**src/design/mts_pkg.sv**
```systemverilog
// Shared types, constants and the tag pattern table for the markup tag stripper.
`default_nettype none

package mts_pkg;

   localparam int NUM_PATTERNS = 9;
   localparam int PAT_SLOTS    = 8;

   typedef logic [7:0] char_type;
   typedef logic [2:0] pos_type;
   typedef logic [NUM_PATTERNS-1:0] cand_type;

   localparam char_type CHAR_LT    = 8'h3C;
   localparam char_type CHAR_GT    = 8'h3E;
   localparam char_type CHAR_NL    = 8'h0A;
   localparam char_type CHAR_DASH  = 8'h2D;
   localparam char_type CHAR_SPACE = 8'h20;
   localparam char_type CHAR_NONE  = 8'h00;

   // Pattern slots with a special action
   localparam int PAT_LV6 = 7;
   localparam int PAT_EXA = 8;

   localparam char_type PATTERN_TEXT [NUM_PATTERNS][PAT_SLOTS] = '{
      '{"<", "/", "L", "V", "0", ">", CHAR_NONE, CHAR_NONE},
      '{"<", "/", "L", "V", "2", ">", CHAR_NONE, CHAR_NONE},
      '{"<", "/", "L", "V", "3", ">", CHAR_NONE, CHAR_NONE},
      '{"<", "/", "L", "V", "4", ">", CHAR_NONE, CHAR_NONE},
      '{"<", "/", "L", "V", "5", ">", CHAR_NONE, CHAR_NONE},
      '{"<", "L", "V", "2", ">", CHAR_NONE, CHAR_NONE, CHAR_NONE},
      '{"<", "L", "V", "3", ">", CHAR_NONE, CHAR_NONE, CHAR_NONE},
      '{"<", "L", "V", "6", CHAR_NONE, CHAR_NONE, CHAR_NONE, CHAR_NONE},
      '{"<", "E", "X", "A", ">", CHAR_NONE, CHAR_NONE, CHAR_NONE}
   };

   localparam pos_type PATTERN_LEN [NUM_PATTERNS] = '{
      3'd6, 3'd6, 3'd6, 3'd6, 3'd6, 3'd5, 3'd5, 3'd4, 3'd5
   };

   typedef struct packed {
      logic [1:0] out_count;
      char_type   out_first;
      char_type   out_second;
      logic       text_end;
   } result_type;

endpackage

`default_nettype wire

```
**src/design/mts_scan.sv**
```systemverilog
// Tag scanner: holds the scan state and works out one result per request.
`default_nettype none

module mts_scan
   import mts_pkg::*;
(
   input  wire logic     clock,
   input  wire logic     reset,
   input  wire logic     accept,
   input  wire char_type text_byte,
   input  wire logic     last,
   output result_type    result
);

   typedef enum logic [1:0] {
      MODE_TEXT    = 2'd0,
      MODE_MATCH   = 2'd1,
      MODE_SKIPTAG = 2'd2,
      MODE_DROP1   = 2'd3
   } mode_type;

   mode_type mode_ff, mode_in;
   pos_type  pos_ff, pos_in;
   cand_type cand_ff, cand_in;
   cand_type hit;
   cand_type fin;

   always_comb begin
      for (int i = 0; i < NUM_PATTERNS; i++) begin
         hit[i] = cand_ff[i] && (pos_ff < PATTERN_LEN[i])
                  && (PATTERN_TEXT[i][pos_ff] == text_byte);
         fin[i] = hit[i] && (({1'b0, pos_ff} + 4'd1) == {1'b0, PATTERN_LEN[i]});
      end
   end

   always_comb begin
      mode_in           = mode_ff;
      pos_in            = pos_ff;
      cand_in           = cand_ff;
      result.out_count  = 2'd0;
      result.out_first  = CHAR_NONE;
      result.out_second = CHAR_NONE;
      result.text_end   = last;
      unique case (mode_ff)
         MODE_TEXT: begin
            if (text_byte == CHAR_LT) begin
               mode_in = MODE_MATCH;
               pos_in  = 3'd1;
               cand_in = '1;
            end else begin
               result.out_count = 2'd1;
               result.out_first = text_byte;
            end
         end
         MODE_MATCH: begin
            priority if (|fin) begin
               if (fin[PAT_EXA]) begin
                  result.out_count  = 2'd2;
                  result.out_first  = CHAR_DASH;
                  result.out_second = CHAR_SPACE;
               end else begin
                  result.out_count = 2'd1;
                  result.out_first = CHAR_NL;
               end
               mode_in = fin[PAT_LV6] ? MODE_DROP1 : MODE_TEXT;
               pos_in  = '0;
               cand_in = '0;
            end else if (hit == '0) begin
               mode_in = (text_byte == CHAR_GT) ? MODE_TEXT : MODE_SKIPTAG;
               pos_in  = '0;
               cand_in = '0;
            end else begin
               pos_in  = pos_ff + 3'd1;
               cand_in = hit;
            end
         end
         MODE_SKIPTAG: begin
            if (text_byte == CHAR_GT) begin
               mode_in = MODE_TEXT;
            end
         end
         MODE_DROP1: begin
            mode_in = MODE_TEXT;
         end
         default: begin
            mode_in = MODE_TEXT;
         end
      endcase
      // end of text: start afresh
      if (last) begin
         mode_in = MODE_TEXT;
         pos_in  = '0;
         cand_in = '0;
      end
   end

   always_ff @(posedge clock) begin
      if (reset) begin
         mode_ff <= MODE_TEXT;
         pos_ff  <= '0;
         cand_ff <= '0;
      end else if (accept) begin
         mode_ff <= mode_in;
         pos_ff  <= pos_in;
         cand_ff <= cand_in;
      end
   end

endmodule

`default_nettype wire

```
**src/design/mts_out_buffer.sv**
```systemverilog
// Result register with a skid stage that catches one further request under a stall.
`default_nettype none

module mts_out_buffer
   import mts_pkg::*;
(
   input  wire logic       clock,
   input  wire logic       reset,
   input  wire logic       push,
   input  wire result_type push_data,
   output logic            can_push,
   output logic            out_valid,
   input  wire logic       out_ready,
   output result_type      out_data
);

   logic       main_valid_ff, main_valid_in;
   logic       skid_valid_ff, skid_valid_in;
   result_type main_data_ff, main_data_in;
   result_type skid_data_ff, skid_data_in;

   assign can_push  = !skid_valid_ff;
   assign out_valid = main_valid_ff;
   assign out_data  = main_data_ff;

   always_comb begin
      main_valid_in = main_valid_ff;
      skid_valid_in = skid_valid_ff;
      main_data_in  = main_data_ff;
      skid_data_in  = skid_data_ff;
      if (main_valid_ff && out_ready) begin
         // advance skid into the main register, or refill from a push
         if (skid_valid_ff) begin
            main_data_in  = skid_data_ff;
            skid_valid_in = 1'b0;
         end else if (push) begin
            main_data_in = push_data;
         end else begin
            main_valid_in = 1'b0;
         end
      end else if (push) begin
         if (main_valid_ff) begin
            skid_valid_in = 1'b1;
            skid_data_in  = push_data;
         end else begin
            main_valid_in = 1'b1;
            main_data_in  = push_data;
         end
      end
   end

   always_ff @(posedge clock) begin
      if (reset) begin
         main_valid_ff <= 1'b0;
         skid_valid_ff <= 1'b0;
      end else begin
         main_valid_ff <= main_valid_in;
         skid_valid_ff <= skid_valid_in;
      end
      main_data_ff <= main_data_in;
      skid_data_ff <= skid_data_in;
   end

endmodule

`default_nettype wire

```
**src/design/markup_tag_stripper.sv**
```systemverilog
// Top level of the markup tag stripper: scanner plus result buffer.
//
// Usage: feed definition text one byte per request on the req_ channel, with
// req_last high on the final byte. Every request gives exactly one result on
// the rsp_ channel: rsp_out_count (0 to 2) bytes in rsp_out_first and
// rsp_out_second, and rsp_text_end copying req_last. Plain text passes
// through; tags are dropped, except the recognised level and example tags,
// which give a newline or a dash and a space on their closing byte.
// Output: each result is registered, in the result register or the skid stage.
// Throughput: one request per cycle while rsp_ready is high; the pattern
// compare against the tag table is combinational and feeds the result register.
// Stall: while rsp_ready is low the result holds; one further request is
// caught in a skid stage, after which req_ready drops until the receiver
// drains a result.
// Reset: synchronous, active high; clears the scan state and empties both
// result stages. The final byte of a text also returns the scan state to
// its reset value, dropping any unterminated tag.
`default_nettype none

module markup_tag_stripper
   import mts_pkg::*;
(
   input  wire logic       clock,
   input  wire logic       reset,
   input  wire logic       req_valid,
   output logic            req_ready,
   input  wire logic [7:0] req_text_byte,
   input  wire logic       req_last,
   output logic            rsp_valid,
   input  wire logic       rsp_ready,
   output logic [1:0]      rsp_out_count,
   output logic [7:0]      rsp_out_first,
   output logic [7:0]      rsp_out_second,
   output logic            rsp_text_end
);

   logic       accept;
   result_type scan_result;
   result_type rsp_data;

   // take a request whenever the skid stage is free
   assign accept = req_valid && req_ready;

   mts_scan u_scan (
      .clock     (clock),
      .reset     (reset),
      .accept    (accept),
      .text_byte (req_text_byte),
      .last      (req_last),
      .result    (scan_result)
   );

   mts_out_buffer u_out_buffer (
      .clock     (clock),
      .reset     (reset),
      .push      (accept),
      .push_data (scan_result),
      .can_push  (req_ready),
      .out_valid (rsp_valid),
      .out_ready (rsp_ready),
      .out_data  (rsp_data)
   );

   // unpack the held result onto the ports
   assign rsp_out_count  = rsp_data.out_count;
   assign rsp_out_first  = rsp_data.out_first;
   assign rsp_out_second = rsp_data.out_second;
   assign rsp_text_end   = rsp_data.text_end;

endmodule

`default_nettype wire

```
**config.mk**
```make
export PLATFORM = sky130hd
export DESIGN_NAME = markup_tag_stripper
export DESIGN_NICKNAME = d
export VERILOG_FILES = /design/src/design/mts_pkg.sv /design/src/design/mts_scan.sv /design/src/design/mts_out_buffer.sv /design/src/design/markup_tag_stripper.sv
export SDC_FILE = /design/constraint.sdc
export NUM_CORES = 1
export LEC_CHECK = 0
export BUFFER_PORTS_ARGS = -buffer_cell sky130_fd_sc_hd__buf_2
export CAP_MARGIN = 40
export CORE_ASPECT_RATIO = 1.25
export CORE_UTILIZATION = 23
export DETAILED_ROUTE_END_ITERATION = 16
export HOLD_SLACK_MARGIN = 0.1
export PLACE_DENSITY = 0.5
export SLEW_MARGIN = 20
export SYNTH_ARGS = -nofsm -noshare
export SYNTH_HDL_FRONTEND = slang
export SYNTH_SLANG_ARGS = --single-unit
export TNS_END_PERCENT = 5
```
**constraint.sdc**
```tcl
create_clock -name clock -period 3.9 [get_ports clock]
set_input_delay 0 -clock clock [delete_from_list [all_inputs] [get_ports clock]]
set_output_delay 0 -clock clock [all_outputs]
set_load 0.01 [all_outputs]
```
# Word level (Yosys, flattened, before mapping)
# Memories as Yosys holds them, arrays and structs flattened.
# Cells that the tools add are included.
classes:
  add_sub_neg: 2
  n_lt_le_gt_ge: 4
  eq_ne: 23
  muxes: 51
  bitwise_logic: 2
  n_reduce_logical: 43
ops:
  columns: ["op", "n"]
  rows:
  - ["$mux W8", 19]
  - ["$mux W19", 5]
  - ["$eq A8 B8 Y1", 9]
  - ["$mux W9", 5]
  - ["$logic_and A1 B1 Y1", 29]
  - ["$pmux W10 S2", 1]
  - ["$mux W18", 1]
  - ["$pmux W9 S2", 1]
  - ["$eq A8 B6 Y1 const B", 2]
  - ["$mux W2", 7]
  - ["$eq A4 B3 Y1 const B", 3]
  - ["$mux W3", 4]
  - ["$reduce_and A3 Y1", 4]
  - ["$mux W10", 1]
  - ["$logic_not A9 Y1", 1]
  - ["$lt A3 B3 Y1 const B", 3]
  - ["$reduce_or A9 Y1", 1]
  - ["$pmux W2 S4", 1]
  - ["$mux W6", 1]
  - ["$ne A2 B2 Y1 const B", 3]
  - ["$ne A3 B2 Y1 const B", 2]
  - ["$pmux W3 S2", 1]
  - ["$add A3 B1 Y4 const B", 1]
  - ["$eq A2 B2 Y1 const B", 2]
  - ["14 further kinds", 18]
totals:
  regBits: 54
  mem_bits_ro: 576
  in_bits: 13
  out_inout_bits: 21
  mem_count: 9
mem_list:
  columns: ["name", "depth", "width", "rd", "rd_clocked_by_memory_dff", "wr", "line_no", "rtl"]
  rows:
  - ["(no name shown)", 8, 8, 1, 0, 0, "mts_scan.sv:31", "&& (PATTERN_TEXT[i][pos_ff] == text_byte);"]
  - ["(no name shown)", 8, 8, 1, 0, 0, "mts_scan.sv:31", null]
  - ["(no name shown)", 8, 8, 1, 0, 0, "mts_scan.sv:31", null]
  - ["(no name shown)", 8, 8, 1, 0, 0, "mts_scan.sv:31", null]
  - ["(no name shown)", 8, 8, 1, 0, 0, "mts_scan.sv:31", null]
  - ["(no name shown)", 8, 8, 1, 0, 0, "mts_scan.sv:31", null]
  - ["3 more memories", null, null, null, null, null, null, null]

# Longest topological paths before layout
logic_depth:
  word_depth: 13
  depth_mapped: 14
  ltp_nobuf: 11

# Cells and area by module
# From an unflattened synthesis, not the netlist that was laid out.
hier_totals:
  cells_unflattened: 338
  area_unflattened_um2: 3402.0
modules_own_cells:
  columns: ["module", "instances", "cells_each", "area_each_um2", "seq_area_each_um2"]
  rows:
  - ["mts_scan", 1, 266, 1884.3, 280.3]
  - ["mts_out_buffer", 1, 71, 1511.4, 1181.1]
  - ["markup_tag_stripper", 1, 1, 6.3, 0.0]

# Worst setup path before layout
# Ideal clock, no wire load.
synth_path:
  kind: "register to register"
  from: "register u_scan.pos_ff[0]"
  to: "register u_out_buffer.main_data_ff (netlist bit u_out_buffer.out_data[10]) (data pin)"
  setup_time_ns: 0.165
  t_arrival_ns: 3.078
  required_time_ns: 3.735
  setup_slack_ns: 0.657
  path_stages_with_launch: 12
  n_path_buf: 1
  period_less_slack_ns: 3.243
  path_cell_list: "dfxtp_1 -> buf_2 -> inv_1 -> ha_1 -> or3b_1 -> a221o_1 -> a2111oi_4 -> nand3_2 -> o211ai_2 -> o22ai_2 -> mux2_4 -> o31ai_2"
synth_lines:
  columns: ["item", "line_no", "rtl"]
  rows:
  - ["from (decl)", "mts_scan.sv:23", "pos_type pos_ff, pos_in;"]
  - ["from (signal assigned)", "mts_scan.sv:104", "pos_ff <= pos_in;"]
  - ["to (signal assigned)", "mts_out_buffer.sv:60", "main_data_ff <= main_data_in;"]
  - ["to (decl)", "mts_out_buffer.sv:19", "result_type main_data_ff, main_data_in;"]

# Worst setup path in the final report
layout_path:
  from: "register u_scan.pos_ff[0]"
  to: "register u_scan.cand_ff[6]"
layout_between:
  elab_chain_len: 11
layout_lines:
  columns: ["item", "line_no", "rtl"]
  rows:
  - ["$not A3 Y4 (not written as such)", "mts_scan.sv:31", null]
  - ["$mem_v2 Z8 W8", null, null]
  - ["$mux W8 (not written as such) (2 in series)", "mts_scan.sv:31", null]
  - ["$eq A8 B8 Y1", "mts_scan.sv:31", null]
  - ["$logic_and A1 B1 Y1", "mts_scan.sv:31", null]
  - ["$logic_not A9 Y1 or $logic_and A1 B1 Y1 (tied branches)", "mts_scan.sv:68, mts_scan.sv:32", null]
  - ["$mux W9 or $reduce_or A9 Y1 (tied branches)", "mts_scan.sv:68, mts_scan.sv:56", null]
  - ["$mux W9 *", "mts_scan.sv:56", "priority if (|fin) begin"]
  - ["$pmux W9 S2 *", "mts_scan.sv:44", "unique case (mode_ff)"]
  - ["$mux W9 *", "mts_scan.sv:90", "if (last) begin"]
  - ["to (signal assigned)", "mts_scan.sv:105", "cand_ff <= cand_in;"]
  - ["to (decl)", "mts_scan.sv:24", "cand_type cand_ff, cand_in;"]
# Mark *: on every way between the ends. The rest lies on a longest branch, timed or not. The select of a mux whose other input is x is not followed.
# A chain may end at the register's enable or synchronous reset.

==> results_dict.tcl <==
set metrics [dict create \
    crit_chain "inv_1, ha_1, or3b_1, a221o_1, a2111oi_4, nand3_2, o211ai_2, or3_1, nor2_2, nand4_1, o22ai_1" \
    routed_wl_um 6890 \
    crit_path_max_incr_delay_ns 0.48 \
    drc_errors 0 \
    dieArea_sq_um 12400 \
    synthTopCellsByCount "nand2_1, edfxtp_1, nor2_1, a21oi_1, dfxtp_1" \
    clkTransAtPathRegs_ns 0.06 \
    nets 346 \
    dieWidth_um 100 \
    maxSlewHeadroom_pct 43.2 \
    row_count 44 \
    r2r_start "u_scan.pos_ff[0]$_SDFFE_PP0P_" \
    cts_sinks 40 \
    synth-seq-cells 40 \
    synth_ff_type "edfxtp_1" \
    tightest_slew_ns 0.840 \
    worstSetupPathType "register to register" \
    drv_cap 0 \
    total_power_mw 1.10 \
    detail_route.wl_per_cell_um 14.1 \
    p_leak_nw 1.13 \
    yosysSeqAreaShare_pct 37.7 \
    vdd_drop_max_mv 0.180 \
    async_flop_share_pct 0 \
    vias 2259 \
    fin_crit_sh_pct 87.1 \
    setup_tns_ns 0 \
    ys_warn_count 0 \
    dp_cells 476 \
    arrival_ns 3.55 \
    hpwl_um 5230 \
    gr-total-overflow 0 \
    critPathLaunch "u_scan.pos_ff[0]$_SDFFE_PP0P_" \
    grt_pass1_wl_um 11500 \
    grt_pass1_vias 2266 \
    cts_inserted_buffers 5 \
    antenna_found_initial 0 \
    synth_edf_count 24 \
    place_congestion 0.860 \
    via_per_inst 4.63 \
    synth.distinct_cells 62 \
    powerDensity_nw_per_um2 346 \
    crit_slowest_cell "a2111oi_4" \
    htreeDepth 2 \
    cts_buffer_depth 2 \
    io-pin-count 34 \
    synthCells 307 \
    cp-end-kind "register" \
    layout.cells.non_filler 488 \
    final_antenna_net_count 0 \
    postSynthAreaPerCell_sq_um 8.99 \
    yosysMostFrequentCell "nand2_1" \
    startpoint_type "register" \
    clk_latency_ns 0.27 \
    fin_crit_ns 3.40 \
    yosysTopAreaCell "edfxtp_1" \
    rsz0062_at_grt "no" \
    synth_top_area_share_pct 26.1 \
    synthesis.area_sq_um 2760 \
    num_antenna_cells 0 \
    grt_start_max_net_pins 23 \
    critical_path_buf_inv_count 1 \
    synth_area_leaders "edfxtp_1, dfxtp_1, nand2_1" \
    die_y_um 124 \
    crit_family "simple AND/OR/NAND/NOR gates" \
    portBuffers 26 \
    min_from "req_text_byte[7]" \
    clockRootBuffer "clkbuf_16" \
    skew_ns 0.00340 \
    start_util_pct 23.6 \
    crit_path_max_fanout 9 \
    gr-usage-all-layers_pct 11.6 \
    max_freq_mhz 294 \
    syn_to_final_growth_pct 15.4 \
    slew_viol_final 0 \
    hold_violations 0 \
    cts_tree "built" \
    drt_first_pass_iters 5 \
    cts-resized-gates 0 \
    hold_class "input port to register" \
    drt-initial-drc-count 217 \
    critPathRequiredTime_ns 4.06 \
    status "completed" \
    drive_gt1_share_pct 16.8 \
    coreArea_sq_um 11700 \
    setup_viol 0 \
]
## flip-flops by register name, indices dropped and copies added, names as in the netlist
register	count
u_scan.pos_ff	3
u_scan.mode_ff	2
u_out_buffer.out_data	12
u_out_buffer.skid_data_ff	12
u_scan.cand_ff	9
u_out_buffer.out_valid	1
u_out_buffer.skid_valid_ff	1
## routing by layer
| metal | vias to the layer above | wire length, um | track usage, % |
|---|---|---|---|
| met5 | - | 0 | 0 |
| met4 | 0 | 197 | 5.54 |
| met3 | 10 | 203 | 1.68 |
| met2 | 61 | 3470 | 20.0 |
| met1 | 1056 | 3020 | 14.1 |
| li1 | 1132 | - | - |
## placed cells by master (no fill, tap or decap), types with 8 or more instances in the layout
master and n:
a21oi_1 17, buf_2 26, dfxtp_1 16, edfxtp_1 24
inv_1 10, nand2_1 34, nand3_1 9, nand4_1 9
nor2_1 23, o21ai_0 12, or3_1 8, xnor2_1 13
## where the power goes
part	switching (mW)	total [mW]	leakage, nW	internal, mW
Sequential	0.0125	0.486	0.353	0.474
Combinational	0.0962	0.159	0.692	0.0628
Clock	0.155	0.456	0.0808	0.301
Total	0.264	1.10	1.13	0.837
## final cells by class
| class | instances | area (sq um) |
|---|---|---|
| fill | 1276 | 8490 |
| multi-input combinational | 233 | 1530 |
| sequential | 40 | 1040 |
| timing repair buffer | 35 | 208 |
| tap | 161 | 201 |
| clock buffer | 6 | 129 |
| inverter | 11 | 41.3 |
| clock inverter | 2 | 35.0 |
## kinds of logic (layout without fill, tap and decap cells)
| logic type | after synthesis | in the layout | synth area share, % |
|---|---|---|---|
| mux | 11 | 11 | 4.90 |
| simple gates | 118 | 118 | 21.6 |
| other cells | 1 | 7 | 0.136 |
| xor+xnor | 19 | 19 | 6.03 |
| buf+inv | 40 | 54 | 7.71 |
| fa+ha+maj | 7 | 7 | 3.17 |
| flops | 40 | 40 | 37.7 |
| compound gates | 71 | 71 | 18.7 |
## path summary, 6_finish.rpt
| kind | end | slack [ns] | cells past startpoint |
|---|---|---|---|
| hold / removal | u_out_buffer.skid_data_ff[16]$_DFFE_PP_ | 0.17 | 2 |
| setup reg to reg | u_scan.cand_ff[6]$_SDFFE_PP0P_ | 0.50 | 11 |
| hold reg to reg | u_scan.cand_ff[6]$_SDFFE_PP0P_ | 0.49 | 2 |
| setup / recovery | u_scan.cand_ff[6]$_SDFFE_PP0P_ | 0.50 | 11 |
## metrics by stage
step                      hold WS, ns  utilization (%)  setup slack [ns]  cell area (sq um)
after floorplan                0.0989                -             0.657               2780
after global placement          0.249             25.5             0.631               2970
after detailed placement        0.258             25.5             0.523               2980
after CTS                       0.162             27.3             0.527               3180
after global routing            0.172             27.3             0.283               3180
final                           0.168             27.3             0.504               3180
## timing repair
action,4_1_cts,5_1_grt
hold endpoints to repair,7,0
setup buffers,0,0
hold buffers,4,0
setup endpoints to repair,0,0
## worst register-to-register path: stages, from the launching register on
cell and delay [ns]:
dfxtp_1 0.41, inv_1 0.12, ha_1 0.42, or3b_1 0.44
a221o_1 0.38, a2111oi_4 0.48, nand3_2 0.18, o211ai_2 0.11
or3_1 0.31, nor2_2 0.13, nand4_1 0.20, o22ai_1 0.10
No activity file was read; power rests on OpenSTA's default activity.
